$ cat config.mk
export PLATFORM = sky130hd
export DESIGN_NAME = ticketed_chunk_reassembly_tracker
export DESIGN_NICKNAME = d
export VERILOG_FILES = /design/src/rtl/tcrt_pkg.sv /design/src/rtl/tcrt_table.sv /design/src/rtl/tcrt_decide.sv /design/src/rtl/ticketed_chunk_reassembly_tracker.sv
export VERILOG_INCLUDE_DIRS = /design/src /design/src/rtl
export SDC_FILE = /design/constraint.sdc
export NUM_CORES = 2
export LEC_CHECK = 0
export BUFFER_PORTS_ARGS = -buffer_cell sky130_fd_sc_hd__buf_2
export CORE_UTILIZATION = 60
export CTS_CLUSTER_DIAMETER = 150
export DETAILED_ROUTE_END_ITERATION = 10
export GPL_TIMING_DRIVEN = 0
export MAX_ROUTING_LAYER = met4
export PLACE_DENSITY = 0.79
export RECOVER_POWER = 50
export SYNTH_ARGS = -nofsm -noshare
export SYNTH_HDL_FRONTEND = slang
export SYNTH_HIERARCHICAL = 1
export SYNTH_SLANG_ARGS = --single-unit
$ cat constraint.sdc
create_clock -name clock -period 49.2 [get_ports clock]
set_input_delay 9.84 -clock clock [delete_from_list [all_inputs] [get_ports clock]]
set_output_delay 9.84 -clock clock [all_outputs]
set_load 0.05 [all_outputs]
$ cat src/rtl/ticketed_chunk_reassembly_tracker_macros.svh
// Assertion macros for the ticketed chunk reassembly tracker.
// Included by the top level; depends on nothing else.
`ifndef TICKETED_CHUNK_REASSEMBLY_TRACKER_MACROS_SVH
`define TICKETED_CHUNK_REASSEMBLY_TRACKER_MACROS_SVH

// same-cycle implication, clocked and reset-qualified
`define TCRT_ASSERT_IMPLIES(label, clk, rst, ante, cons) \
   label: assert property (@(posedge clk) disable iff (rst) (ante) |-> (cons)) \
      else $error("tcrt assertion failed");

// next-cycle implication, clocked and reset-qualified
`define TCRT_ASSERT_NEXT(label, clk, rst, ante, cons) \
   label: assert property (@(posedge clk) disable iff (rst) (ante) |=> (cons)) \
      else $error("tcrt assertion failed");

`endif

$ cat src/rtl/tcrt_pkg.sv
// Shared types and constants for the ticketed chunk reassembly tracker.
// Used by tcrt_table, tcrt_decide and the top level; no dependencies.
`default_nettype none

package tcrt_pkg;

   localparam int MAX_TRANSFERS = 8;
   localparam int IDX_W = (MAX_TRANSFERS > 1) ? $clog2(MAX_TRANSFERS) : 1;
   localparam logic [31:0] MAX_BYTES_RESET = 32'd1048576;

   typedef enum logic [1:0] {
      ACT_ASK     = 2'd0,
      ACT_CHUNK   = 2'd1,
      ACT_REFUSAL = 2'd2,
      ACT_ABANDON = 2'd3
   } action_type;

   typedef enum logic [3:0] {
      ST_ASKED     = 4'd0,
      ST_FULL      = 4'd1,
      ST_SENDFAIL  = 4'd2,
      ST_STORED    = 4'd3,
      ST_COMPLETED = 4'd4,
      ST_REFUSED   = 4'd5,
      ST_TOOLARGE  = 4'd6,
      ST_DISCARDED = 4'd7,
      ST_ABANDONED = 4'd8
   } status_type;

   typedef struct packed {
      logic             hit;
      logic [IDX_W-1:0] hit_idx;
      logic             has_free;
      logic [IDX_W-1:0] free_idx;
      logic             sized;
      logic [31:0]      total;
      logic [31:0]      filled;
   } lookup_type;

   typedef struct packed {
      logic             en;
      logic [IDX_W-1:0] idx;
      logic             valid;
      logic             open;
      logic [63:0]      ticket;
      logic             sized;
      logic [31:0]      total;
      logic [31:0]      filled;
   } update_type;

   typedef struct packed {
      logic requests;
      logic chunks;
      logic completed;
      logic refused;
      logic discarded;
   } tally_inc_type;

   typedef struct packed {
      status_type  status;
      logic [2:0]  slot;
      logic [31:0] write_offset;
   } result_type;

   // low three bits of a table index, zero-extended for small tables
   function automatic logic [2:0] slot_bits(input logic [IDX_W-1:0] idx);
      logic [IDX_W+2:0] wide;
      wide = {3'b000, idx};
      return wide[2:0];
   endfunction

endpackage

`default_nettype wire

$ cat src/rtl/tcrt_table.sv
// Transfer table: per-entry ticket, size and fill, with parallel ticket match
// and free-slot search. Depends on tcrt_pkg.
`default_nettype none

module tcrt_table (
   input  wire logic                 clock,
   input  wire logic                 reset,
   input  wire logic [63:0]          ticket,
   input  wire tcrt_pkg::update_type upd,
   output tcrt_pkg::lookup_type      lkp
);

   logic [tcrt_pkg::MAX_TRANSFERS-1:0] valid_ff;
   logic [tcrt_pkg::MAX_TRANSFERS-1:0] valid_in;
   logic [63:0] ticket_ff [tcrt_pkg::MAX_TRANSFERS];
   logic        sized_ff  [tcrt_pkg::MAX_TRANSFERS];
   logic [31:0] total_ff  [tcrt_pkg::MAX_TRANSFERS];
   logic [31:0] filled_ff [tcrt_pkg::MAX_TRANSFERS];

   logic [tcrt_pkg::MAX_TRANSFERS-1:0] hit_vec;
   logic [tcrt_pkg::IDX_W-1:0]         hit_idx;
   logic [tcrt_pkg::IDX_W-1:0]         free_idx;

   always_comb begin
      for (int i = 0; i < tcrt_pkg::MAX_TRANSFERS; i++) begin
         hit_vec[i] = valid_ff[i] && (ticket_ff[i] == ticket);
      end
   end

   // lowest index wins for both searches
   always_comb begin
      hit_idx  = '0;
      free_idx = '0;
      for (int i = tcrt_pkg::MAX_TRANSFERS - 1; i >= 0; i--) begin
         if (hit_vec[i]) begin
            hit_idx = tcrt_pkg::IDX_W'(i);
         end
         if (!valid_ff[i]) begin
            free_idx = tcrt_pkg::IDX_W'(i);
         end
      end
   end

   always_comb begin
      lkp.hit      = |hit_vec;
      lkp.hit_idx  = hit_idx;
      lkp.has_free = ~&valid_ff;
      lkp.free_idx = free_idx;
      lkp.sized    = sized_ff[hit_idx];
      lkp.total    = total_ff[hit_idx];
      lkp.filled   = filled_ff[hit_idx];
   end

   always_comb begin
      valid_in = valid_ff;
      if (upd.en) begin
         valid_in[upd.idx] = upd.valid;
      end
   end

   always_ff @(posedge clock) begin
      if (reset) begin
         valid_ff <= '0;
      end else begin
         valid_ff <= valid_in;
      end
   end

   always_ff @(posedge clock) begin
      if (upd.en) begin
         if (upd.open) begin
            ticket_ff[upd.idx] <= upd.ticket;
         end
         sized_ff[upd.idx]  <= upd.sized;
         total_ff[upd.idx]  <= upd.total;
         filled_ff[upd.idx] <= upd.filled;
      end
   end

endmodule

`default_nettype wire

$ cat src/rtl/tcrt_decide.sv
// Per-request decision logic: status, slot, write offset, table update and
// tally increments from one request and the table lookup. Depends on tcrt_pkg.
`default_nettype none

module tcrt_decide (
   input  wire logic                 go,
   input  wire logic [1:0]           action,
   input  wire logic [63:0]          ticket,
   input  wire logic                 send_ok,
   input  wire logic [31:0]          total_bytes,
   input  wire logic [31:0]          chunk_offset,
   input  wire logic [15:0]          chunk_length,
   input  wire logic [31:0]          max_bytes,
   input  wire tcrt_pkg::lookup_type lkp,
   output tcrt_pkg::update_type      upd,
   output tcrt_pkg::tally_inc_type   inc,
   output tcrt_pkg::result_type      res
);

   tcrt_pkg::action_type act;
   logic [31:0] eff_total;
   logic [32:0] fill_sum;
   logic [31:0] new_fill;
   logic        too_large;
   logic        total_bad;
   logic        place_ok;

   assign act       = tcrt_pkg::action_type'(action);
   assign too_large = !lkp.sized && (total_bytes > max_bytes);
   assign total_bad = lkp.sized && (lkp.total != total_bytes);
   assign eff_total = lkp.sized ? lkp.total : total_bytes;
   assign fill_sum  = {1'b0, lkp.filled} + 33'(chunk_length);
   assign new_fill  = fill_sum[31:0];
   assign place_ok  = (chunk_offset == lkp.filled) && (fill_sum <= {1'b0, eff_total});

   always_comb begin
      res.status       = tcrt_pkg::ST_DISCARDED;
      res.slot         = 3'd0;
      res.write_offset = '0;
      inc              = '0;
      upd.en           = 1'b0;
      upd.idx          = lkp.hit_idx;
      upd.valid        = 1'b1;
      upd.open         = 1'b0;
      upd.ticket       = ticket;
      upd.sized        = lkp.sized;
      upd.total        = lkp.total;
      upd.filled       = lkp.filled;

      unique case (act)
         tcrt_pkg::ACT_ASK: begin
            if (!lkp.hit && !lkp.has_free) begin
               res.status = tcrt_pkg::ST_FULL;
            end else if (!send_ok) begin
               res.status = tcrt_pkg::ST_SENDFAIL;
            end else begin
               res.status   = tcrt_pkg::ST_ASKED;
               inc.requests = 1'b1;
               if (lkp.hit) begin
                  res.slot = tcrt_pkg::slot_bits(lkp.hit_idx);
               end else begin
                  res.slot   = tcrt_pkg::slot_bits(lkp.free_idx);
                  upd.en     = 1'b1;
                  upd.idx    = lkp.free_idx;
                  upd.open   = 1'b1;
                  upd.sized  = 1'b0;
                  upd.total  = '0;
                  upd.filled = '0;
               end
            end
         end
         tcrt_pkg::ACT_CHUNK: begin
            if (!lkp.hit) begin
               inc.discarded = 1'b1;
            end else begin
               res.slot = tcrt_pkg::slot_bits(lkp.hit_idx);
               upd.en   = 1'b1;
               if (too_large) begin
                  res.status    = tcrt_pkg::ST_TOOLARGE;
                  upd.valid     = 1'b0;
                  inc.discarded = 1'b1;
               end else begin
                  // sizing sticks even when this chunk is discarded
                  upd.sized = 1'b1;
                  upd.total = eff_total;
                  if (total_bad || !place_ok) begin
                     inc.discarded = 1'b1;
                  end else begin
                     res.write_offset = lkp.filled;
                     upd.filled       = new_fill;
                     inc.chunks       = 1'b1;
                     if (new_fill >= eff_total) begin
                        res.status    = tcrt_pkg::ST_COMPLETED;
                        upd.valid     = 1'b0;
                        inc.completed = 1'b1;
                     end else begin
                        res.status = tcrt_pkg::ST_STORED;
                     end
                  end
               end
            end
         end
         tcrt_pkg::ACT_REFUSAL: begin
            if (!lkp.hit) begin
               inc.discarded = 1'b1;
            end else begin
               res.status  = tcrt_pkg::ST_REFUSED;
               res.slot    = tcrt_pkg::slot_bits(lkp.hit_idx);
               inc.refused = 1'b1;
               upd.en      = 1'b1;
               upd.valid   = 1'b0;
            end
         end
         tcrt_pkg::ACT_ABANDON: begin
            res.status = tcrt_pkg::ST_ABANDONED;
            if (lkp.hit) begin
               res.slot  = tcrt_pkg::slot_bits(lkp.hit_idx);
               upd.en    = 1'b1;
               upd.valid = 1'b0;
            end
         end
      endcase

      if (!go) begin
         upd.en = 1'b0;
      end
   end

endmodule

`default_nettype wire

$ cat src/rtl/ticketed_chunk_reassembly_tracker.sv
// Ticketed chunk reassembly tracker: top level with request register, result
// register, tallies and config register. Depends on tcrt_pkg, tcrt_table,
// tcrt_decide and ticketed_chunk_reassembly_tracker_macros.svh.
//
// Usage:
//  - Requests enter on req_* (valid/stall); one result per request leaves on
//    rsp_* (valid/stall), in request order.
//  - csr_* writes max_transfer_bytes; csr_ready is always high. Write it only
//    while no request is in flight.
//  - A request is taken into the request register, decided there against the table
//    and its result captured in the result register unless a held result blocks it.
//  - Throughput: one request per cycle while rsp_stall is low. The table match,
//    free-slot search and entry update all sit between the request register and
//    result register, so each request sees the table left by the one before it.
//  - When rsp_stall is high the result holds, one more request is taken into
//    the request register, and then req_stall rises until the result moves.
//  - Reset (synchronous) empties the table, clears all five tallies and
//    returns max_transfer_bytes to 1048576.
`default_nettype none

`include "ticketed_chunk_reassembly_tracker_macros.svh"

module ticketed_chunk_reassembly_tracker (
   input  wire logic        clock,
   input  wire logic        reset,

   input  wire logic        req_valid,
   output logic             req_stall,
   input  wire logic [1:0]  req_action,
   input  wire logic [63:0] req_ticket,
   input  wire logic        req_send_ok,
   input  wire logic [31:0] req_total_bytes,
   input  wire logic [31:0] req_chunk_offset,
   input  wire logic [15:0] req_chunk_length,

   output logic             rsp_valid,
   input  wire logic        rsp_stall,
   output logic [3:0]       rsp_status,
   output logic [63:0]      rsp_result_ticket,
   output logic [2:0]       rsp_slot,
   output logic [31:0]      rsp_write_offset,
   output logic [31:0]      rsp_request_count,
   output logic [31:0]      rsp_chunk_count,
   output logic [31:0]      rsp_completed_count,
   output logic [31:0]      rsp_refused_count,
   output logic [31:0]      rsp_discarded_count,

   input  wire logic        csr_valid,
   output logic             csr_ready,
   input  wire logic [31:0] csr_max_transfer_bytes
);

   logic        in_valid_ff, in_valid_in;
   logic [1:0]  in_action_ff;
   logic [63:0] in_ticket_ff;
   logic        in_send_ok_ff;
   logic [31:0] in_total_ff;
   logic [31:0] in_offset_ff;
   logic [15:0] in_length_ff;

   logic        out_valid_ff, out_valid_in;
   logic [3:0]  out_status_ff;
   logic [63:0] out_ticket_ff;
   logic [2:0]  out_slot_ff;
   logic [31:0] out_wr_ff;
   logic [31:0] out_req_ff, out_chk_ff, out_cmp_ff, out_ref_ff, out_dis_ff;

   logic [31:0] max_bytes_ff;
   logic [31:0] tally_req_ff, tally_req_in;
   logic [31:0] tally_chk_ff, tally_chk_in;
   logic [31:0] tally_cmp_ff, tally_cmp_in;
   logic [31:0] tally_ref_ff, tally_ref_in;
   logic [31:0] tally_dis_ff, tally_dis_in;

   logic req_take;
   logic advance;

   tcrt_pkg::lookup_type    lkp;
   tcrt_pkg::update_type    upd;
   tcrt_pkg::tally_inc_type inc;
   tcrt_pkg::result_type    res;

   assign advance   = in_valid_ff && (!out_valid_ff || !rsp_stall);
   assign req_stall = in_valid_ff && !advance;
   assign req_take  = req_valid && !req_stall;
   assign csr_ready = 1'b1;

   assign in_valid_in  = req_take || (in_valid_ff && !advance);
   assign out_valid_in = advance || (out_valid_ff && rsp_stall);

   tcrt_table u_table (
      .clock  (clock),
      .reset  (reset),
      .ticket (in_ticket_ff),
      .upd    (upd),
      .lkp    (lkp)
   );

   tcrt_decide u_decide (
      .go           (advance),
      .action       (in_action_ff),
      .ticket       (in_ticket_ff),
      .send_ok      (in_send_ok_ff),
      .total_bytes  (in_total_ff),
      .chunk_offset (in_offset_ff),
      .chunk_length (in_length_ff),
      .max_bytes    (max_bytes_ff),
      .lkp          (lkp),
      .upd          (upd),
      .inc          (inc),
      .res          (res)
   );

   assign tally_req_in = tally_req_ff + 32'(inc.requests);
   assign tally_chk_in = tally_chk_ff + 32'(inc.chunks);
   assign tally_cmp_in = tally_cmp_ff + 32'(inc.completed);
   assign tally_ref_in = tally_ref_ff + 32'(inc.refused);
   assign tally_dis_in = tally_dis_ff + 32'(inc.discarded);

   always_ff @(posedge clock) begin
      if (reset) begin
         in_valid_ff  <= 1'b0;
         out_valid_ff <= 1'b0;
         max_bytes_ff <= tcrt_pkg::MAX_BYTES_RESET;
         tally_req_ff <= '0;
         tally_chk_ff <= '0;
         tally_cmp_ff <= '0;
         tally_ref_ff <= '0;
         tally_dis_ff <= '0;
      end else begin
         in_valid_ff  <= in_valid_in;
         out_valid_ff <= out_valid_in;
         if (csr_valid && csr_ready) begin
            max_bytes_ff <= csr_max_transfer_bytes;
         end
         if (advance) begin
            tally_req_ff <= tally_req_in;
            tally_chk_ff <= tally_chk_in;
            tally_cmp_ff <= tally_cmp_in;
            tally_ref_ff <= tally_ref_in;
            tally_dis_ff <= tally_dis_in;
         end
      end
   end

   always_ff @(posedge clock) begin
      if (req_take) begin
         in_action_ff  <= req_action;
         in_ticket_ff  <= req_ticket;
         in_send_ok_ff <= req_send_ok;
         in_total_ff   <= req_total_bytes;
         in_offset_ff  <= req_chunk_offset;
         in_length_ff  <= req_chunk_length;
      end
      if (advance) begin
         out_status_ff <= res.status;
         out_ticket_ff <= in_ticket_ff;
         out_slot_ff   <= res.slot;
         out_wr_ff     <= res.write_offset;
         out_req_ff    <= tally_req_in;
         out_chk_ff    <= tally_chk_in;
         out_cmp_ff    <= tally_cmp_in;
         out_ref_ff    <= tally_ref_in;
         out_dis_ff    <= tally_dis_in;
      end
   end

   assign rsp_valid           = out_valid_ff;
   assign rsp_status          = out_status_ff;
   assign rsp_result_ticket   = out_ticket_ff;
   assign rsp_slot            = out_slot_ff;
   assign rsp_write_offset    = out_wr_ff;
   assign rsp_request_count   = out_req_ff;
   assign rsp_chunk_count     = out_chk_ff;
   assign rsp_completed_count = out_cmp_ff;
   assign rsp_refused_count   = out_ref_ff;
   assign rsp_discarded_count = out_dis_ff;

   // a blocked result freezes the tallies
   `TCRT_ASSERT_NEXT(a_tally_hold, clock, reset, rsp_valid && rsp_stall, $stable(tally_req_ff) && $stable(tally_dis_ff))
   // stall toward the sender only when the request register is occupied
   `TCRT_ASSERT_IMPLIES(a_stall_occupied, clock, reset, req_stall, in_valid_ff && out_valid_ff)
   // only a stored or completed chunk carries a write offset
   `TCRT_ASSERT_IMPLIES(a_offset_zero, clock, reset, rsp_valid && rsp_status != tcrt_pkg::ST_STORED && rsp_status != tcrt_pkg::ST_COMPLETED, rsp_write_offset == 32'd0)

endmodule

`default_nettype wire

==> reports/metrics.json <==
{
  "yosysTopAreaCell": "edfxtp_1",
  "share_of_cells_above_drive_strength_1": 0.1052,
  "largest_net_degree_at_the_start_of_global_routing": 65,
  "static_leakage_power_uw": 0.02804,
  "synth_top_cells_by_area": "edfxtp_1, dfxtp_1, xor2_1",
  "place_area_um2": 79970,
  "violations": "max-capacitance violations, max-slew violations",
  "placement.io_buffers": 446,
  "max-clock-path-buffers": 3,
  "sort_of_element_at_the_end_of_the_critical_path": "output port",
  "yosysWarningCount": 6,
  "final.setup_skew_ns": 0.02733,
  "clk_root_buffer_cell": "clkbuf_16",
  "detailed_place_hpwl_um": 182100,
  "yosys_reg_bits": 1644,
  "ant_nets": 0,
  "layout_commonest_cell": "edfxtp_1",
  "final_net_count": 6792,
  "category_of_the_worst_setup_path_launch_point": "primary input",
  "worst_ep_required_time_ns": 39.36,
  "design.core.area_um2": 123500,
  "worst_setup_hold_path_clk_slew_ns": 0.06,
  "dp_worst_setup_slack_ns": 28.90,
  "final_util": 0.6863,
  "clock_tree.htree_level_count": 4,
  "power.density_cell_area_nw_per_um2": 35.93,
  "finalCritPeriodShare": 0.4122,
  "routed_wirelength_um": 255300,
  "post_synth_instance_area_um2": 74610,
  "worst_ep_arrival_time_ns": 10.44,
  "grtUsageTotal": 0.4123,
  "critical_path_peak_fanout": 3,
  "tritoncts.num_buffers": 167,
  "slew_viol_final": 193,
  "yosys_most_used_dff": "edfxtp_1",
  "finalWorstPathRequiredPeriod_ns": 20.28,
  "post_synth.cell_area_avg_um2": 12.78,
  "via_per_inst": 6.580,
  "layout.filler_cells": 8849,
  "floorplan.rows": 129,
  "async_reset_ff_frac": 0,
  "maxCapViolations": 9,
  "holdCritPathClass": "flop to flop",
  "finalHoldViolCount": 0,
  "tritoncts_clock_tree": "done",
  "fmax_mhz": 49.31,
  "detailed_routing_iteration_count_for_the_pre_antenna_repair_pass": 7,
  "timing.setup.tns_ns": 0,
  "number_of_enable_flip_flop_cells_after_synthesis": 1442,
  "drc_violations_left": 0,
  "post_synthesis_net_count": 6122,
  "die_area_um2": 125800,
  "most-common-layout-cells": "edfxtp_1, clkbuf_1, xor2_1",
  "setup_fix_buffers_added_after_clock_tree_synthesis": 0,
  "synth.lib_cells_used.distinct": 100,
  "die_y_um": 354.6,
  "met3RoutedLength_um": 38340,
  "cts_resized": 0,
  "run_status": "finished with violations",
  "finalSetupViolCount": 0,
  "globalplace.congestion": 1.049,
  "grt-ovfl-total": 0,
  "grt_antenna_before_repair": 27,
  "postSynthCellCount": 5840,
  "syn2layout_area_growth_pct": 13.57,
  "clock_insertion_delay_at_the_later_pin_of_the_skew_report_ns": 0.81,
  "fin_ws_ns": 28.92,
  "global_route_wire_length_before_repair_um": 356400,
  "postCtsHoldBufs": 0,
  "met1_length_um": 96140,
  "max-vdd-ir-drop_v": 0.00004238,
  "drt_iter0_drc": 9108,
  "synth_largest_type_area_fraction": 0.5804,
  "max_slew.worst_pin.slew_ns": 2.683,
  "slew-limit-headroom": -0.7925,
  "critical_path_class": "primary input to output port",
  "clock_sink_count": 1644,
  "io_pins": 450,
  "number_of_global_route_vias_before_repair": 50470,
  "die_width_um": 354.6,
  "route.met2.wl_um": 109800,
  "num_vias": 54730,
  "final_area_um2": 84740,
  "routed.top_layer": "met4",
  "routed_wire_length_per_instance_um": 30.70,
  "floorplan.initialDensity": 0.6043,
  "grt_setup_unrepaired": "no",
  "synth.yosys.seq_area_share": 0.6346
}
[metal layers]
layer | vias up | track usage
li1 | 23090 | -
met2 | 4270 | 0.5821
met3 | 653 | 0.1270
met4 | 0 | 0.1592
met1 | 26710 | 0.5590
met5 | - | -
[logic make-up (layout without fill, tap and decap cells)]
family | Yosys count | in the layout | synth area share
simple gates | 1842 | 1842 | 0.1338
flops | 1644 | 1644 | 0.6346
compound gates | 795 | 795 | 0.07142
xor+xnor | 768 | 768 | 0.09015
buf+inv | 557 | 1371 | 0.03538
mux | 135 | 135 | 0.01814
fa+ha+maj | 98 | 98 | 0.01653
other cells | 1 | 27 | 0.00005026
[worst max-delay path: stages]
cell and delay (ns):
clkbuf_1 0.11, and3_1 0.21, buf_2 0.28
[synth_stat cells (153+ instances only)]
cell	instances
a21oi_1	238
clkbuf_1	184
dfxtp_1	202
edfxtp_1	1442
inv_1	164
nand2_1	259
nand3_1	153
nand4_1	241
nor2_1	332
nor3_1	156
xnor2_1	373
xor2_1	395
[cell type report]
class                      instances  area (µm²)  area share
timing repair buffer             501        2759     0.03256
antenna                           26       65.06   0.0007678
tap                             1637        2048     0.02417
sequential                      1644       47350      0.5587
clock inverter                    86       822.0    0.009701
buffer                           392        1758     0.02075
clock buffer                     227        4613     0.05444
inverter                         165       619.3    0.007309
multi-input combinational       3639       24700      0.2916
[sequential cells by signal, indices dropped and copies added (netlist names), 64 cells and up]
name / cells
in_ticket_ff: 64
rsp_result_ticket: 64
u_table/filled_ff: 256
u_table/ticket_ff: 512
u_table/total_ff: 256
[stage by stage]
stage | hold slack, ns | total power, µW | instances
2_1_floorplan | 0.4406 | 1707 | 5840
3_3_place_gp | 0.4466 | 1797 | 7923
3_5_place_dp | 0.4584 | 1795 | 7978
4_1_cts | 0.4666 | 3047 | 8291
5_1_grt | 0.4894 | 3106 | 8305
6_report | 0.4640 | 3044 | 8317
[report_power, final]
part	switching, µW	total, µW	internal, µW	leakage [µW]
Clock	546	1270	728	0.00264
Combinational	167	216	49.0	0.0107
Sequential	15.1	1550	1540	0.0147
Total	728	3040	2320	0.0280
[path summary, 6_finish.rpt]
check	from	endpoint	slack, ns	cells after the start
max	rsp_stall	req_stall	28.92	3
max reg2reg	in_ticket_ff[11]$_DFFE_PP_	rsp_discarded_count[24]$_DFFE_PP_	32.82	39
min	tally_req_ff[0]$_SDFFE_PP0P_	tally_req_ff[0]$_SDFFE_PP0P_	0.46	2
min reg2reg	tally_req_ff[0]$_SDFFE_PP0P_	tally_req_ff[0]$_SDFFE_PP0P_	0.46	2
(Power assumes the default switching activity.)
